===== src/design/ptrc_ram.sv =====
// ----------------------------------------------------------------------------
// ptrc_ram
// Generic simple dual-port RAM, one write port, one registered read port.
// ----------------------------------------------------------------------------
`default_nettype none

module ptrc_ram #(
  parameter int WIDTH = 8,
  parameter int DEPTH = 16
) (
  input  wire logic                     clk,
  input  wire logic                     we,
  input  wire logic [$clog2(DEPTH)-1:0] waddr,
  input  wire logic [WIDTH-1:0]         wdata,
  input  wire logic                     re,
  input  wire logic [$clog2(DEPTH)-1:0] raddr,
  output      logic [WIDTH-1:0]         rdata
);

  logic [WIDTH-1:0] mem [DEPTH];

  always_ff @(posedge clk) begin
    if (we) begin
      mem[waddr] <= wdata;
    end
    if (re) begin
      rdata <= mem[raddr];
    end
  end

endmodule

`default_nettype wire


===== config.mk =====
export PLATFORM = sky130hd
export DESIGN_NAME = ptrc_ram
export DESIGN_NICKNAME = d
export VERILOG_FILES = /design/src/design/ptrc_ram.sv
export SDC_FILE = /design/constraint.sdc
export NUM_CORES = 1
export LEC_CHECK = 0
export ABC_AREA = 1
export BUFFER_PORTS_ARGS = -buffer_cell sky130_fd_sc_hd__buf_2
export CORE_MARGIN = 4
export CORE_UTILIZATION = 55
export CTS_CLUSTER_DIAMETER = 80
export CTS_CLUSTER_SIZE = 30
export DETAILED_ROUTE_END_ITERATION = 10
export PLACE_DENSITY = 0.79
export SLEW_MARGIN = 15
export SYNTH_ARGS = -nofsm -noshare
export SYNTH_HDL_FRONTEND = slang
export SYNTH_SLANG_ARGS = --single-unit

===== constraint.sdc =====
create_clock -name clk -period 1.5 [get_ports clk]
set_input_delay 0.075 -clock clk [delete_from_list [all_inputs] [get_ports clk]]
set_output_delay 0.075 -clock clk [all_outputs]
set_load 0.02 [all_outputs]

# After elaboration in Yosys (flattened, before gate mapping)
# Memory sizes are Yosys's and may differ from the RTL's. A register that Yosys moved wholly into a read port is not among the register bits.
# Cells that the tools add are included.
[totals]
ff_bits = 0
latchBits = 0
mem_bits_rw = 128
mem_bits_ro = 0
inputBits = 19
out_inout_bits = 8
wordCells = 3
mem_count = 1
[memory_table]
columns = ["name", "depth", "width", "read_ports", "rd_ports_with_merged_regs", "write_ports", "line", "rtl"]
rows = [
  ["mem", 16, 8, 1, 1, 1, "20", "logic [WIDTH-1:0] mem [DEPTH];"],
]
[classes]
n_addsub = 0
multipliers = 0
n_div = 0
order_cmp = 0
eq_ne = 0
shift = 0
muxes = 2
bitwise_logic = 0
n_reduce_logical = 0
[op_table]
columns = ["operator", "count"]
rows = [
  ["$mux 1", 2],
]

# Logic depth before layout (Yosys ltp)
[depth]
word_depth = 2
mapped_depth = 8
depth_no_buf = 7

# Worst setup path before layout
# OpenSTA, ideal clock, no wires.
[synth_path]
kind = "in2reg"
start = "input port waddr[2]"
end = "memory mem[10][0], enable pin"
arrival_ns = 0.656
path_slack_ns = 0.474
cell_stages = 2
path_buffers = 0
cell_sequence = "nand3b_1 > nor2_1"
[synth_lines]
columns = ["element", "line", "rtl"]
rows = [
  ["from (decl)", "13", "input wire logic [$clog2(DEPTH)-1:0] waddr,"],
  ["to (decl)", "20", ""],
]
# No word-level cell before the write port.

# Worst setup path after layout
[layout_path]
start = "register rdata[6], read port of mem"
end = "output port rdata[6]"
[layout_lines]
columns = ["element", "line", "rtl"]
rows = [
  ["from (decl)", "17", "output logic [WIDTH-1:0] rdata"],
]
# No word-level cell between the ends.

==> impl_results.md <==
- Post-Route WL: 13510 um
- PwrDens: 1326 nW/um2
- Top cells by area, synth: edfxtp_1 (70%), nand2_1 (11%), nand3_1 (8.3%)
- RSZ-0062 raised after global routing: false
- Die width: 111.1 um
- Worst-Margin Slew: 0.6332 ns
- CTS Buffer Depth: 2
- Vias/cell: roughly 5.4
- Post-route ant nets: 0
- Die Footprint: 12340 um2
- Ports: 27
- N_diodes: 0
- WHS Endpoint: mem[3][2]$_DFFE_PP_
- CP Class: flop to primary output
- VDD IR max: roughly 0.00095 V
- Cell area after synthesis: 5847 um2
- Starting Density: 56.64%
- Clk Tree Root Cell: clkbuf_8
- Largest delay contributor family on the critical path: flip-flops
- Initial antenna violation count: 0
- Core Area: 10320 um2
- Layout cells sized above 1: 12.50%
- CTS Buf Count: 17
- Layout area overhead: 17.40%
- Vias in the first global route: 4041
- Commonest register cell after synthesis: edfxtp_1
- Synth top area share: a little over two thirds
- Slew headroom: between 50 and 60%
- Post-synth EDFFs: 136
- Row cnt: 37
- Ordered cell list for the critical path: buf_2
- Period utilization: 80.01%
- Hold Fails Final Rpt: 0
- Slowest-stage cell, CP: edfxtp_1
- Max Transition Viols Final: 0
- Crit end category: primary output
- Clock skew: 0.008769 ns
- HP Class: primary input to flop
- Worst Path Max Fanout: 1
- Total grt overflow: 0
- DIE HEIGHT: approximately 110 um
- Fin nets: between 600 and 700
- Number of setup violations in the final report: 0
- Final min period: 1.200 ns
- Post-Place Setup Slack: 0.1482 ns
- Clock Sink Count: 136
- Setup TNS Final: 0 ns
- RR Startpoint: mem[2][7]$_DFFE_PP_
- Synth top cells by count: nand2_1 (173), edfxtp_1 (136), inv_1 (100), nand3_1 (97), nor2_1 (17)
- Fmax: between 0.8 and 0.9 GHz
- RR Endpoint: rdata[7]$_DFFE_PP_
- Synth area leader: edfxtp_1
- DRC errors left: 0
- Post-synthesis cell count: 551
- Synth Register Bits: 136
- Buffers on Ports: 26
- Placer Congestion: 0.9262
- Clk slew on worst S/H paths: 0.06 ns
- WHS Path Cells: 4
- Netlist cell types: 11
- Detailed placement HPWL: 8048 um
- Pleak: 2.978 nW
- Syn nets: 570
- Reg2reg setup slack: 0.32 ns
- Worst Path Buf+Inv: 1
- WL/cell: 17.97 um
- CP Data Required Time: 1.42 ns
- Vias: ~4100
- Worst skew pair latency: 0.53 ns
- TritonCTS clock tree: done
- Total track usage: 23.17%
- Hold slack final: between 0.15 and 0.2 ns
- Final WS setup: 0.2999 ns
- Ys async rst share: 0%
- Slowest stage delay, CP: 0.42 ns
- CTS H-tree lvls: 4
- TritonRoute pass-1 iters: 5
- Outcome: finished, final reports clean
- Pin count of the biggest net entering global routing: between 60 and 70
- HP Start: we
- Synth warn: 0
- Mean Syn Cell Area: 10.61 um2
- Starting DRT DRC Count: around 500
- Critical path launch point type: flop
- Count leader, synth: nand2_1
- Worst Reg-to-Reg Cells: 6
- Post-CTS setup buffers: 0
- Max Cap Violations: 0
- Register area share after synthesis: 69.85%
- Global-route wire length before repair: between 20000 and 25000 um
- WP data arrival: 1.13 ns
## cells by family after synthesis
logic type | share of synthesized area [%]
buffers and inverters | 9.394
and+or+nand+nor | 20.76
DFF | 69.85
## metal layers
layer / GRT usage, % / part of all wire, % / vias to the layer above
li1: - / - / 1895
met4: 7.137 / 1.7 / 0
met5: 0 / 0 / -
met1: 30.75 / 39 / 1968
met3: 4.967 / 8.7 / 23
met2: 38.63 / 50 / 201
## area by class of cell
| cell class | count | area [um2] |
|---|---|---|
| well taps | 136 | 170.2 |
| clock buffers | 20 | 425.4 |
| fillers | 796 | 3460 |
| clock inverters | 12 | 175.2 |
| flip-flops and latches | 136 | 4084 |
| repair buffers | 57 | 412.9 |
| inverters | 102 | 382.9 |
| multi-input cells | 289 | 1214 |
## timing repair
item	4_1_cts	5_1_grt
gates resized for setup	0	0
hold endpoints to repair	137	0
hold buffers	10	0
## cell usage in the layout (no fill, tap or decap)
cell | Yosys | layout
inv_6 | 0 | 1
bufinv_16 | 0 | 4
clkbuf_16 | 0 | 16
inv_1 | 100 | 100
clkinv_2 | 0 | 2
clkinvlp_4 | 0 | 2
clkbuf_8 | 0 | 1
nand3_1 | 97 | 97
clkinv_4 | 0 | 2
clkbuf_1 | 0 | 3
buf_4 | 4 | 19
inv_2 | 2 | 2
dlygate4sd3_1 | 0 | 10
buf_12 | 0 | 2
edfxtp_1 | 136 | 136
nor2_1 | 17 | 17
buf_2 | 13 | 26
clkinv_1 | 0 | 1
nand3b_1 | 2 | 2
nand2_1 | 173 | 173
## registers in the layout (all words and copies together), names as in the netlist
| signal | count |
|---|---|
| mem | 128 |
| rdata | 8 |
## worst max-delay path by stage
stage,from,endpoint,slack (ns),cells past startpoint
after detailed placement,raddr[1],rdata[7]$_DFFE_PP_,0.15,6
after CTS,rdata[6]$_DFFE_PP_,rdata[6],0.28,1
after floorplan,waddr[2],mem[10][0]$_DFFE_PP_,0.47,2
after global routing,mem[5][7]$_DFFE_PP_,rdata[7]$_DFFE_PP_,0.25,6
after global placement,raddr[1],rdata[7]$_DFFE_PP_,0.18,6
final,rdata[6]$_DFFE_PP_,rdata[6],0.30,1
## metrics by stage
stage	instances	instance area (um2)	power, W	util [%]
after floorplan	551	5847	0.004704	-
after global placement	710	6163	0.004902	59.70
after detailed placement	710	6163	0.004922	59.70
after CTS	752	6864	0.009145	66.49
after global routing	752	6864	0.009363	66.49
final	752	6864	0.009100	66.49
## where the power goes
part / internal [W] / leakage, nW / switching, W / total, W
Sequential: 0.00428 / 1.24 / 0.0000268 / 0.00431
Clock: 0.00270 / 0.287 / 0.00153 / 0.00423
Combinational: 0.000168 / 1.46 / 0.000391 / 0.000559
Total: 0.00715 / 2.98 / 0.00195 / 0.00910
(Power assumes the default switching activity.)
