<file path="config.mk">
export PLATFORM = sky130hd
export DESIGN_NAME = ptrc_div
export DESIGN_NICKNAME = d
export VERILOG_FILES = /design/src/design/ptrc_pkg.sv /design/src/design/ptrc_div.sv
export SDC_FILE = /design/constraint.sdc
export NUM_CORES = 1
export LEC_CHECK = 0
export BUFFER_PORTS_ARGS = -buffer_cell sky130_fd_sc_hd__buf_4
export CORE_AREA = 2 2 118 234
export DETAILED_ROUTE_END_ITERATION = 8
export DIE_AREA = 0 0 120 236
export GPL_ROUTABILITY_DRIVEN = 0
export HOLD_SLACK_MARGIN = 0.1
export PLACE_DENSITY = 0.41
export SETUP_SLACK_MARGIN = 0.1
export SYNTH_ARGS = -nofsm -noshare
export SYNTH_HDL_FRONTEND = slang
export SYNTH_SLANG_ARGS = --single-unit
export TNS_END_PERCENT = 30
</file>
<file path="constraint.sdc">
create_clock -name clk -period 3.5 [get_ports clk]
set_input_delay 0.525 -clock clk [delete_from_list [all_inputs] [get_ports clk]]
set_output_delay 0.525 -clock clk [all_outputs]
set_load 0.01 [all_outputs]
</file>
<file path="src/design/ptrc_pkg.sv">
// ----------------------------------------------------------------------------
// ptrc_pkg
// Shared widths, thresholds, codes and classification functions for the
// pressure trend and rain classifier.
// ----------------------------------------------------------------------------
`default_nettype none

package ptrc_pkg;

  // history depth and derived widths
  localparam int DEPTH   = 18;
  localparam int SLOT_W  = $clog2(DEPTH);
  localparam int CNT_W   = $clog2(DEPTH + 1);

  localparam int H_W     = 10;
  localparam int P_W     = 14;
  localparam int T_W     = 32;
  localparam int C_W     = 16;
  localparam int R_W     = 7;

  // history entry: {pressure, time}
  localparam int ENTRY_W = P_W + T_W;

  // 3 h in ms (10 800 000) times 10 for 0.1 hPa -> 0.01 hPa
  localparam int SCALE_W = 27;
  localparam logic [SCALE_W-1:0] SCALE = SCALE_W'(108000000);
  localparam int PROD_W  = P_W + SCALE_W;

  localparam logic signed [C_W-1:0] C_MAX = 16'sd32767;
  localparam logic signed [C_W-1:0] C_MIN = -16'sd32768;

  typedef enum logic [2:0] {
    TR_RISE_FAST = 3'd0,
    TR_RISE      = 3'd1,
    TR_STABLE    = 3'd2,
    TR_FALL      = 3'd3,
    TR_FALL_FAST = 3'd4
  } trend_t;

  typedef enum logic [2:0] {
    SKY_CLEAR    = 3'd0,
    SKY_PARTLY   = 3'd1,
    SKY_CLOUDY   = 3'd2,
    SKY_OVERCAST = 3'd3,
    SKY_LIGHT    = 3'd4,
    SKY_RAIN     = 3'd5,
    SKY_HEAVY    = 3'd6,
    SKY_STORM    = 3'd7
  } sky_t;

  typedef enum logic [2:0] {
    ST_IDLE,
    ST_READ,
    ST_MUL,
    ST_DIV,
    ST_FIN,
    ST_DONE
  } state_t;

  function automatic trend_t trend_of(logic signed [C_W-1:0] c);
    trend_t t;
    if (c > 16'sd400)       t = TR_RISE_FAST;
    else if (c > 16'sd150)  t = TR_RISE;
    else if (c > -16'sd150) t = TR_STABLE;
    else if (c > -16'sd400) t = TR_FALL;
    else                    t = TR_FALL_FAST;
    return t;
  endfunction

  function automatic logic [R_W-1:0] rain_of(logic [H_W-1:0] h, logic [P_W-1:0] p,
                                             logic signed [C_W-1:0] c);
    logic signed [7:0] s;
    logic [R_W-1:0]    r;
    s = 8'sd0;
    if (h >= 10'd950)      s = s + 8'sd60;
    else if (h >= 10'd900) s = s + 8'sd45;
    else if (h >= 10'd850) s = s + 8'sd30;
    else if (h >= 10'd800) s = s + 8'sd20;
    else if (h >= 10'd700) s = s + 8'sd10;
    else if (h >= 10'd600) s = s + 8'sd5;

    if (p < 14'd10000)      s = s + 8'sd25;
    else if (p < 14'd10050) s = s + 8'sd15;
    else if (p < 14'd10100) s = s + 8'sd10;
    else if (p > 14'd10200) s = s - 8'sd15;
    else if (p > 14'd10150) s = s - 8'sd10;

    if (c < -16'sd600)      s = s + 8'sd35;
    else if (c < -16'sd400) s = s + 8'sd25;
    else if (c < -16'sd200) s = s + 8'sd15;
    else if (c < -16'sd100) s = s + 8'sd8;
    else if (c > 16'sd300)  s = s - 8'sd15;
    else if (c > 16'sd150)  s = s - 8'sd10;

    if (s < 8'sd0)        r = '0;
    else if (s > 8'sd100) r = R_W'(100);
    else                  r = s[R_W-1:0];
    return r;
  endfunction

  function automatic sky_t sky_of(logic [H_W-1:0] h, logic [P_W-1:0] p,
                                  logic [R_W-1:0] r);
    sky_t k;
    if (r >= 7'd85 && p < 14'd10000)   k = SKY_STORM;
    else if (r >= 7'd75)               k = SKY_HEAVY;
    else if (r >= 7'd55)               k = SKY_RAIN;
    else if (r >= 7'd40)               k = SKY_LIGHT;
    else if (h >= 10'd850 && r >= 7'd25) k = SKY_OVERCAST;
    else if (h >= 10'd700 || r >= 7'd20) k = SKY_CLOUDY;
    else if (h >= 10'd500)             k = SKY_PARTLY;
    else                               k = SKY_CLEAR;
    return k;
  endfunction

endpackage

`default_nettype wire

</file>
<file path="src/design/ptrc_div.sv">
// ----------------------------------------------------------------------------
// ptrc_div
// Restoring unsigned divider, one quotient bit per cycle.
// ----------------------------------------------------------------------------
`default_nettype none

module ptrc_div
  import ptrc_pkg::*;
(
  input  wire logic              clk,
  input  wire logic              rst_n,
  input  wire logic              start,
  input  wire logic [PROD_W-1:0] dividend,
  input  wire logic [T_W-1:0]    divisor,
  output      logic              done,
  output      logic [PROD_W-1:0] quotient
);

  localparam int STEP_W = $clog2(PROD_W + 1);

  logic [PROD_W-1:0] quo_r;
  logic [T_W-1:0]    rem_r;
  logic [T_W-1:0]    dvs_r;
  logic [STEP_W-1:0] step_r;
  logic              busy_r;
  logic              done_r;

  logic [T_W:0]      rem_sh;
  logic [T_W:0]      rem_sub;
  logic              fits;

  always_comb begin
    rem_sh  = {rem_r, quo_r[PROD_W-1]};
    rem_sub = rem_sh - {1'b0, dvs_r};
    fits    = (rem_sh >= {1'b0, dvs_r});
  end

  always_ff @(posedge clk) begin
    if (!rst_n) begin
      busy_r <= 1'b0;
      done_r <= 1'b0;
      step_r <= '0;
    end else begin
      done_r <= 1'b0;
      if (start) begin
        busy_r <= 1'b1;
        step_r <= '0;
      end else if (busy_r) begin
        step_r <= step_r + STEP_W'(1);
        if (step_r == STEP_W'(PROD_W - 1)) begin
          busy_r <= 1'b0;
          done_r <= 1'b1;
        end
      end
    end
  end

  always_ff @(posedge clk) begin
    if (start) begin
      quo_r <= dividend;
      rem_r <= '0;
      dvs_r <= divisor;
    end else if (busy_r) begin
      // remainder stays below the divisor, so the top bit drops
      rem_r <= fits ? rem_sub[T_W-1:0] : rem_sh[T_W-1:0];
      quo_r <= {quo_r[PROD_W-2:0], fits};
    end
  end

  assign done     = done_r;
  assign quotient = quo_r;

endmodule

`default_nettype wire
</file>
=== After elaboration in Yosys (flattened, before gate mapping) ===
Index checks and enable logic that the tools add are counted.
W data, S select, Z words.

* Register bits after elaboration: 113
* Output and inout port bits: 42
* Logic and storage cells: 22

* $add $sub $neg: 2
* Order comparisons: 1
* Equal/unequal tests: 1
* Mux-type cells: 7
* Bitwise logic cells: 2
* Reduce and logical (&&, ||, !) cells: 3

{| class="wikitable"
|+ Operators by type and width
! cell !! number
|-
| $mux W41 || 2
|-
| $ge A33 B32 Y1 || 1
|-
| $mux W32 || 1
|-
| $sub A32 B32 Y32 || 1
|-
| $add A6 B1 Y6 const B || 1
|-
| $eq A6 B6 Y1 const B || 1
|-
| $mux W1 || 4
|-
| $reduce_or A3 Y1 || 1
|-
| $not A1 Y1 || 2
|-
| $reduce_bool A2 Y1 || 1
|-
| $reduce_or A2 Y1 || 1
|}

=== Depth between registers and ports, before layout ===
Gate-level depths: netlist (run 1).

* Word-level depth: 4
* Depth in mapped cells: 13

=== Worst setup path before layout (run 1) ===
Ideal clock, no wire load.

* Kind: register to register
* Start point: reg dvs_r[20]
* End point: reg quo_r[0] (netlist: quotient[0]) (data pin)
* Data arrival time: 2.569 ns
* Required time: 3.240 ns
* Path slack: 0.671 ns
* Cell stages (with the launch flop): 12
* Path buffers: 2
* Cells stage by stage: edfxtp_1 > inv_1 > ha_1 > buf_6 > a21oi_4 > o21ai_2 > or3_1 > or3_4 > a211oi_2 > nor2_4 > buf_2 > mux2_2

* Cells in the longest elaborated chain, start to end: 3

{| class="wikitable"
|+ RTL lines
! what !! RTL line !! RTL
|-
| start: declaration || ptrc_div.sv:23 || <nowiki>logic [T_W-1:0] dvs_r;</nowiki>
|-
| start signal: assignment || ptrc_div.sv:62 || <nowiki>dvs_r <= divisor;</nowiki>
|-
| $ge A33 B32 Y1 || ptrc_div.sv:35 || <nowiki>fits = (rem_sh >= {1'b0, dvs_r});</nowiki>
|-
| $mux W41 || ptrc_div.sv:63 || <nowiki>end else if (busy_r) begin</nowiki>
|-
| $mux W41 || ptrc_div.sv:59 || <nowiki>if (start) begin</nowiki>
|-
| end signal: assignment || ptrc_div.sv:60 || <nowiki>quo_r <= dividend;</nowiki>
|-
| end signal: assignment || ptrc_div.sv:66 || <nowiki>quo_r <= {quo_r[PROD_W-2:0], fits};</nowiki>
|-
| end: declaration || ptrc_div.sv:21 || <nowiki>logic [PROD_W-1:0] quo_r;</nowiki>
|}

Every way passes these cells. The select of a mux whose other input is x is not followed.
A chain may end at the register's enable or synchronous reset.

=== Worst setup path in the final report (run 1) ===
* Start point: reg dvs_r[16]
* End point: reg rem_r[13]

* Cells in the longest elaborated chain, start to end: 2

{| class="wikitable"
|+ RTL lines
! what !! RTL line !! RTL
|-
| $ge A33 B32 Y1 || ptrc_div.sv:35 ||
|-
| $mux W32 || ptrc_div.sv:65 || <nowiki>rem_r <= fits ? rem_sub[T_W-1:0] : rem_sh[T_W-1:0];</nowiki>
|-
| end signal: assignment || ptrc_div.sv:65 ||
|-
| end: declaration || ptrc_div.sv:22 || <nowiki>logic [T_W-1:0] rem_r;</nowiki>
|}

Every way passes these cells.

==> impl_metrics.env, run 1 <==
export IMPL_wirelength_um=17900
export IMPL_synth_main_ff_cell="edfxtp_1"
export IMPL_post_drt_via_cell_ratio=4.61
export IMPL_whs_ns=0.261
export IMPL_critPathArrivalTime_ns=3.52
export IMPL_synth_edf_count=73
export IMPL_hold_viol_final=0
export IMPL_synthCells=626
export IMPL_async_flop_share_pct=0
export IMPL_area_growth_pct=27.8
export IMPL_num_rows=85
export IMPL_finalPower_mw=4.07
export IMPL_ys_warn_count=0
export IMPL_path_clk_slew_ns=0.06
export IMPL_first_iter_violations=154
export IMPL_initial_core_util_pct=24.5
export IMPL_cts_buffer_depth=2
export IMPL_clock_sinks=113
export IMPL_synth_cell_type_count=66
export IMPL_drv_slew=0
export IMPL_worst_slew_margin_rel_pct=46.9
export IMPL_fin_crit_ns=3.18
export IMPL_cts_buffers_inserted=17
export IMPL_cap_violations=0
export IMPL_synth_seq_cells=113
export IMPL_pin_count=118
export IMPL_ir_worst_vdd_mv=0.320
export IMPL_synth_area_um2=6550
export IMPL_finalInstanceArea_um2=8370
export IMPL_fill_cells=2751
export IMPL_whs_path_depth=1
export IMPL_critPathKind="register to register"
export IMPL_chipHeight_um=236
export IMPL_yosysSeqAreaShare_pct=45.7
export IMPL_postRouteAntennaNets=0
export IMPL_status="complete, no violations"
export IMPL_fin_nets=859
export IMPL_hold_class="input port to register"
export IMPL_seqCellArea_um2=2990
export IMPL_multi_input_area_um2=3210
export IMPL_core_um2=26700
export IMPL_synth_area_per_cell_um2=10.5
export IMPL_diodes=0
export IMPL_tightest_slew_ns=0.796
export IMPL_finalCritPeriodShare_pct=90.7
export IMPL_grt_pass1_wl_um=28800
export IMPL_wl_per_cell_um=16.2
export IMPL_powerDensity_nw_per_um2=486
export IMPL_track_usage_pct=13.2
export IMPL_cts_root_buf="clkbuf_16"
export IMPL_setup_viol=0
export IMPL_die_area_um2=28300
export IMPL_die_w_um=120
export IMPL_antenna_found_initial=0
export IMPL_skew_ns=0.00837
export IMPL_crit_required_ns=3.84
export IMPL_mappedNetlistNets=737
export IMPL_grt_pass1_vias=5429
export IMPL_vias=5114
export IMPL_worstSetupStartpointType="register"
export IMPL_dpl_worst_slack_ns=0.271
export IMPL_power_leakage_nw=3.35
export IMPL_cp_max_fo=13
export IMPL_drive_gt1_share_pct=30.4
export IMPL_place_area_um2=7790
export IMPL_finalWorstSetupSlack_ns=0.324
export IMPL_port_buffer_count=117
export IMPL_max_freq_ghz=0.315
export IMPL_cts_tree="built"
export IMPL_ff2ff_path_depth=10
export IMPL_worstSkewPairLatency_ns=0.44
export IMPL_hpwlAfterDp_um=12900
export IMPL_drcViolationCount=0
export IMPL_critPathCaptureType="register"
export IMPL_h_tree_depth=4
export IMPL_grt_max_degree=45
export IMPL_dr_pass1_iters=4
export IMPL_overflow=0
export IMPL_fin_tns_setup_ns=0
export IMPL_rsz0062_at_grt="yes"
[worst paths after layout]
| check | from | endpoint | slack (ns) |
|---|---|---|---|
| setup / recovery | dvs_r[16] | rem_r[13] | 0.32 |
| hold / removal | divisor[5] | dvs_r[5] | 0.26 |
| setup reg to reg | dvs_r[16] | rem_r[13] | 0.32 |
| hold reg to reg | step_r[5] | step_r[5] | 0.49 |
[cells in the mapped netlist, types with 9 or more instances]
library cell | count | area share, %
edfxtp_1 | 73 | 33
nand2_1 | 61 | 3.5
inv_1 | 43 | 2.5
mux2_2 | 41 | 7.1
nor2_1 | 41 | 2.4
dfxtp_1 | 40 | 12
a21oi_1 | 36 | 2.8
ha_1 | 34 | 6.5
o21ai_0 | 28 | 2.1
clkbuf_1 | 15 | 0.86
nand3_1 | 15 | 1.1
a21o_1 | 14 | 1.6
xor2_1 | 13 | 1.7
a311oi_2 | 10 | 2.3
nand4_1 | 10 | 0.96
or3_1 | 10 | 0.96
xnor2_1 | 10 | 1.3
o21a_1 | 9 | 1.0
[stage by stage]
stage / utilization [%] / cells
floorplan: - / 626
global placement: 29.2 / 1076
detailed placement: 29.2 / 1076
CTS: 31.3 / 1108
global route: 31.4 / 1109
finish: 31.4 / 1109
[layout make-up]
cell class              instances  share of cell area, %
inverters                      43                   1.93
flip-flops and latches        113                   35.8
clock buffers                  17                   5.08
clock inverters                15                   1.76
repair buffers                132                   11.8
well taps                     348                   5.20
multi-input cells             441                   38.4
[cells by family (layout without fill, tap and decap cells)]
| group | after synthesis | after routing | share of synthesized area [%] |
|---|---|---|---|
| simple gates | 171 | 172 | 12.5 |
| compound gates | 167 | 167 | 19.1 |
| flops | 113 | 113 | 45.7 |
| buf+inv | 73 | 207 | 5.29 |
| mux | 44 | 44 | 7.51 |
| fa+ha+maj | 35 | 35 | 6.80 |
| xor+xnor | 23 | 23 | 3.08 |
[where the power goes]
group / internal [mW] / switching, mW / leakage, nW
clock network: 0.992 / 0.706 / 0.274
registers: 1.54 / 0.0619 / 1.05
logic: 0.353 / 0.412 / 2.02
[critical path, stage by stage (launching register included)]
cell,delay [ns]
edfxtp_1,0.32
inv_1,0.04
ha_1,0.43
nand3_1,0.18
nor4_1,0.30
nand4_1,0.15
o31ai_2,0.35
a21oi_1,0.20
nor2_2,0.68
nand2_1,0.14
a311oi_2,0.29
[what timing repair did]
item | CTS | global route
buffers inserted | 0 | 0
hold buffers | 0 | 0
gates resized for setup | 0 | 0
endpoints found under the setup margin | 0 | 19
[flip-flops by register name (all words and copies together), names as in the netlist]
name      flops
dvs_r        32
step_r        6
rem_r        32
done          1
busy_r        1
quotient     41
[cell usage in the layout, fill, tap and decap left out, types with 28 or more instances in the layout]
master	n
nand2_1	61
buf_4	132
inv_1	43
nor2_1	41
dfxtp_1	39
ha_1	34
a21oi_1	36
mux2_2	41
o21ai_0	28
edfxtp_1	73
[layer usage]
| layer | part of all wire, % | routed length (um) | GRT usage [%] |
|---|---|---|---|
| met1 | 43 | 7720 | 15.5 |
| met2 | 50 | 8950 | 21.7 |
| met3 | 4.2 | 749 | 3.84 |
| met4 | 2.9 | 513 | 6.42 |
| met5 | 0 | 0 | 0 |
Note: power is estimated with default switching activity, not from simulation.
==> run 2, diff against run 1 <==
Clock period 3.5 ns to 3.9 ns, I/O delays scaled along.
==> run 2 against run 1 <==
Effect of this change: worst hold slack improved by 0.066 ns; maximum frequency fell by 6.0%; wire length is 1.4% lower; setup slack improved by 0.20 ns; total power is 9.0% lower; global-route usage about the same; critical path depth unchanged; flip-flop and latch count stayed put.
==> impl_metrics.env, run 2 (synthesized netlist as in run 1, its figures left out) <==
export IMPL_cts_root_buf="clkbuf_16"
export IMPL_hold_viol_final=0
export IMPL_setup_viol=0
export IMPL_worstReg2RegStart="dvs_r[20]"
export IMPL_cp_max_fo=28
export IMPL_first_iter_violations=251
export IMPL_fin_tns_setup_ns=0
export IMPL_fin_nets=848
export IMPL_clock_sinks=113
export IMPL_hold_class="input port to register"
export IMPL_vias=5114
export IMPL_drv_slew=0
export IMPL_critPathKind="register to register"
export IMPL_largest_register_ffs=41
export IMPL_die_w_um=120
export IMPL_die_area_um2=28300
export IMPL_crit_required_ns=4.24
export IMPL_cap_violations=0
export IMPL_post_drt_via_cell_ratio=4.66
export IMPL_finalPower_mw=3.70
export IMPL_power_leakage_nw=3.31
export IMPL_h_tree_depth=4
export IMPL_drcViolationCount=0
export IMPL_area_growth_pct=26.9
export IMPL_worstSetupStartpointType="register"
export IMPL_critPathArrivalTime_ns=3.72
export IMPL_ff2ff_path_depth=10
export IMPL_core_um2=26700
export IMPL_ir_worst_vdd_mv=0.292
export IMPL_met2_usage_pct=21.5
export IMPL_worst_slew_margin_rel_pct=47.7
export IMPL_use_met3_pct=4.09
export IMPL_port_buffer_count=117
export IMPL_grt_max_degree=42
export IMPL_cts_buffers_inserted=17
export IMPL_min_to="dvs_r[31]"
export IMPL_worstHoldStart="divisor[31]"
export IMPL_grt_pass1_wl_um=28900
export IMPL_powerDensity_nw_per_um2=446
export IMPL_diodes=0
export IMPL_postRouteAntennaNets=0
export IMPL_max_freq_ghz=0.296
export IMPL_antenna_found_initial=0
export IMPL_gr_usage_met1_pct=15.8
export IMPL_postCtsSetupRepairBufs=0
export IMPL_fin_crit_ns=3.38
export IMPL_initial_core_util_pct=24.5
export IMPL_critPathCaptureType="register"
export IMPL_mostFrequentLayoutCells="buf_4 (122), edfxtp_1 (73), nand2_1 (61)"
export IMPL_pin_count=118
export IMPL_rr_endpoint="rem_r[18]"
export IMPL_dr_pass1_iters=4
export IMPL_postCtsHoldBufs=0
export IMPL_wl_per_cell_um=16.1
export IMPL_path_clk_slew_ns=0.06
export IMPL_wirelength_um=17700
export IMPL_status="complete, no violations"
export IMPL_worstSkewPairLatency_ns=0.43
export IMPL_cts_resized=0
export IMPL_chipHeight_um=236
export IMPL_cts_buffer_depth=2
export IMPL_grt_pass1_vias=5348
export IMPL_track_usage_pct=13.1
export IMPL_cts_tree="built"
export IMPL_final_common_cell="buf_4"
export IMPL_whs_path_depth=1
export IMPL_tightest_slew_ns=0.783
export IMPL_top_usage_layer="met2"
export IMPL_num_rows=85
export IMPL_final_util_pct=31.1
export IMPL_rsz0062_at_grt="no"
export IMPL_finalCritPeriodShare_pct=86.7
export IMPL_skew_ns=0.00924
export IMPL_overflow=0
export IMPL_hpwlAfterDp_um=12800
export IMPL_drive_gt1_share_pct=28.8
export IMPL_r2r_slack_ns=0.52
## run 2: cell count changes in the layout (fill, tap and decap cells not counted), moves of 2 or more
cell	change
buf_4	-10
bufinv_16	+2
clkbuf_1	+2
clkinv_1	+2
inv_6	-4
## run 2: worst max path at each step
stage | start | end | slack [ns] | cells past startpoint
floorplan | dvs_r[20] | quotient[0] | 1.07 | 11
global placement | dvs_r[20] | rem_r[18] | 0.69 | 10
detailed placement | dvs_r[16] | rem_r[18] | 0.49 | 10
CTS | dvs_r[16] | rem_r[18] | 0.46 | 10
global route | dvs_r[21] | rem_r[18] | 0.11 | 10
finish | dvs_r[20] | rem_r[18] | 0.52 | 10
## run 2: power by group
part | switching [mW] | total (mW) | internal, mW
clock network | 0.588 | 1.59 | 1.00
registers | 0.0573 | 1.44 | 1.39
logic | 0.363 | 0.669 | 0.305
total | 1.01 | 3.70 | 2.69
## run 2: metal layers
layer	share of wire (%)	up-vias
met5	0	-
met4	2.1	0
met3	4.7	16
met2	50	105
met1	43	2449
li1	-	2544
## run 2: final cells by class
cell class                      instances  area [um^2]
Timing Repair Buffer                  122          916
Multi-Input combinational cell        440         3210
Sequential cell                       113         2990
Clock inverter                         13          161
Tap cell                              348          435
Clock buffer                           19          433
Inverter                               43          161
Fill cell                            2783        18400
## run 2: stage by stage
| step | cells | setup slack (ns) | hold WS (ns) | cell area, um^2 |
|---|---|---|---|---|
| 2_1_floorplan | 626 | 1.07 | 0.453 | 6550 |
| 3_3_place_gp | 1066 | 0.691 | 0.474 | 7710 |
| 3_5_place_dp | 1066 | 0.487 | 0.475 | 7710 |
| 4_1_cts | 1098 | 0.455 | 0.294 | 8310 |
| 5_1_grt | 1098 | 0.107 | 0.292 | 8310 |
| 6_report | 1098 | 0.520 | 0.327 | 8310 |
## run 2: worst max-delay path, stage by stage, from the launching register on
cell      delay [ns]
edfxtp_1        0.33
inv_1           0.04
ha_1            0.44
nand3_1         0.25
nor2_1          0.27
nand4_1         0.14
o31ai_2         0.35
a21oi_1         0.18
nor2_4          0.63
o311ai_0        0.35
a311oi_1        0.31
==> run 3, diff against run 2 <==
Settings changed: BUFFER_PORTS_ARGS -buffer_cell sky130_fd_sc_hd__buf_4 to -buffer_cell sky130_fd_sc_hd__buf_2, CORE_AREA 2 2 118 234 to 2 2 165 167, DIE_AREA 0 0 120 236 to 0 0 167 169.
==> run 3 against run 2 <==
Effect of this change: utilization down 1.1 points; critical path type unchanged; critical endpoint is now rem_r[4]; highest routed layer unchanged; design area down 4.1%; wire length rose by 0.62%; sequential share of layout area increased by 1.6 points; via count shrank 1.5%; non-clock buffer count down 1; critical path depth unchanged; clock skew rose by 0.0078 ns; clock power down 6%; largest power group unchanged; combinational power shrank 6.4%; sequential power is essentially flat.
==> impl_metrics.env, run 3 (synthesized netlist as in run 1, its figures left out) <==
export IMPL_initial_core_util_pct=24.7
export IMPL_fin_nets=848
export IMPL_clock_sinks=113
export IMPL_overflow=0
export IMPL_final_util_pct=30.1
export IMPL_mostFrequentLayoutCells="buf_2 (116), edfxtp_1 (73), nand2_1 (61)"
export IMPL_crit_required_ns=4.24
export IMPL_largest_register_ffs=41
export IMPL_pin_count=118
export IMPL_hold_class="input port to register"
export IMPL_core_um2=26500
export IMPL_top_usage_layer="met2"
export IMPL_hpwlAfterDp_um=12600
export IMPL_finalCritPeriodShare_pct=85.0
export IMPL_wirelength_um=17800
export IMPL_cap_violations=0
export IMPL_worst_path_max_delay_cell="nor2_2"
export IMPL_dr_pass1_iters=4
export IMPL_critPathCaptureType="register"
export IMPL_grt_pass1_wl_um=28900
export IMPL_first_iter_violations=234
export IMPL_fin_crit_ns=3.32
export IMPL_setup_viol=0
export IMPL_cp_num_buf_inv=1
export IMPL_fin_tns_setup_ns=0
export IMPL_area_growth_pct=21.7
export IMPL_power_leakage_nw=3.19
export IMPL_max_freq_ghz=0.302
export IMPL_diodes=0
export IMPL_vias=5036
export IMPL_critPathKind="register to register"
export IMPL_path_clk_slew_ns=0.06
export IMPL_grt_pass1_vias=5301
export IMPL_worst_slew_margin_rel_pct=40.2
export IMPL_post_drt_via_cell_ratio=4.62
export IMPL_die_area_um2=28200
export IMPL_grt_max_degree=53
export IMPL_postCtsSetupRepairBufs=0
export IMPL_cp_max_fo=14
export IMPL_wl_per_cell_um=16.3
export IMPL_drv_slew=0
export IMPL_chipHeight_um=169
export IMPL_track_usage_pct=13.0
export IMPL_critPathTopFamily="simple AND/OR/NAND/NOR gates"
export IMPL_skew_ns=0.0170
export IMPL_postCtsHoldBufs=0
export IMPL_worstSkewPairLatency_ns=0.43
export IMPL_final_common_cell="buf_2"
export IMPL_cts_buffers_inserted=17
export IMPL_crit_path_start="dvs_r[16]"
export IMPL_postRouteAntennaNets=0
export IMPL_path_cells="inv_1, ha_1, nand3_1, nor4_1, nand4_1, o31ai_2, a21oi_1, nor2_2, nand2_1, a311oi_2"
export IMPL_use_met3_pct=4.42
export IMPL_drive_gt1_share_pct=29.2
export IMPL_drcViolationCount=0
export IMPL_cts_tree="built"
export IMPL_tightest_slew_ns=0.895
export IMPL_met2_usage_pct=20.6
export IMPL_rsz0062_at_grt="no"
export IMPL_critPathArrivalTime_ns=3.66
export IMPL_antenna_found_initial=0
export IMPL_cts_buffer_depth=2
export IMPL_ir_worst_vdd_mv=0.253
export IMPL_cpPeakStageDelay_ns=0.75
export IMPL_worstSetupStartpointType="register"
export IMPL_h_tree_depth=4
export IMPL_gr_usage_met1_pct=16.5
export IMPL_port_buffer_count=117
export IMPL_worstReg2RegStart="dvs_r[16]"
export IMPL_status="complete, no violations"
export IMPL_cts_root_buf="clkbuf_16"
export IMPL_cts_resized=0
export IMPL_num_rows=60
export IMPL_worstHoldStart="divisor[26]"
export IMPL_die_w_um=167
export IMPL_powerDensity_nw_per_um2=447
export IMPL_hold_viol_final=0
-- run 3: cell count changes in the layout (fill, tap and decap cells not counted), sizes merged --
cell      previous run  this run
clkbuf              19        18
nor2                42        43
bufinv               3         0
inv                 45        50
buf                122       121
clkinvlp             2         1
-- run 3: cell type report --
class / count / area [um^2]
Clock buffer: 18 / 429
Clock inverter: 14 / 123
Fill cell: 2810 / 18500
Inverter: 43 / 161
Multi-Input combinational cell: 441 / 3210
Sequential cell: 113 / 2990
Tap cell: 341 / 427
Timing Repair Buffer: 121 / 618
-- run 3: final timing paths --
kind / end / slack [ns] / cells past startpoint
worst max-delay path: rem_r[4] / 0.58 / 10
worst min-delay path: dvs_r[26] / 0.34 / 1
worst max register to register: rem_r[4] / 0.58 / 10
worst min register to register: rem_r[5] / 0.49 / 2
-- run 3: stage by stage --
step	power [mW]	instance area [um^2]	setup slack (ns)	hold slack [ns]	std cells
6_report	3.56	7970	0.584	0.335	1091
5_1_grt	3.74	7970	0.338	0.313	1091
4_1_cts	3.62	7960	0.469	0.315	1090
3_5_place_dp	2.10	7410	0.511	0.478	1058
3_3_place_gp	2.11	7410	0.610	0.470	1058
2_1_floorplan	1.90	6550	1.07	0.453	626
-- run 3: power breakdown --
| part | leakage, nW | internal [mW] | switching (mW) |
|---|---|---|---|
| registers | 1.05 | 1.39 | 0.0588 |
| logic | 1.87 | 0.261 | 0.365 |
| clock network | 0.270 | 0.833 | 0.658 |
-- run 3: routing by layer --
metal / up-vias / part of all wire [%]
met1: 2339 / 48
met4: 0 / 1.1
li1: 2552 / -
met5: - / 0
met2: 130 / 45
met3: 15 / 6.4
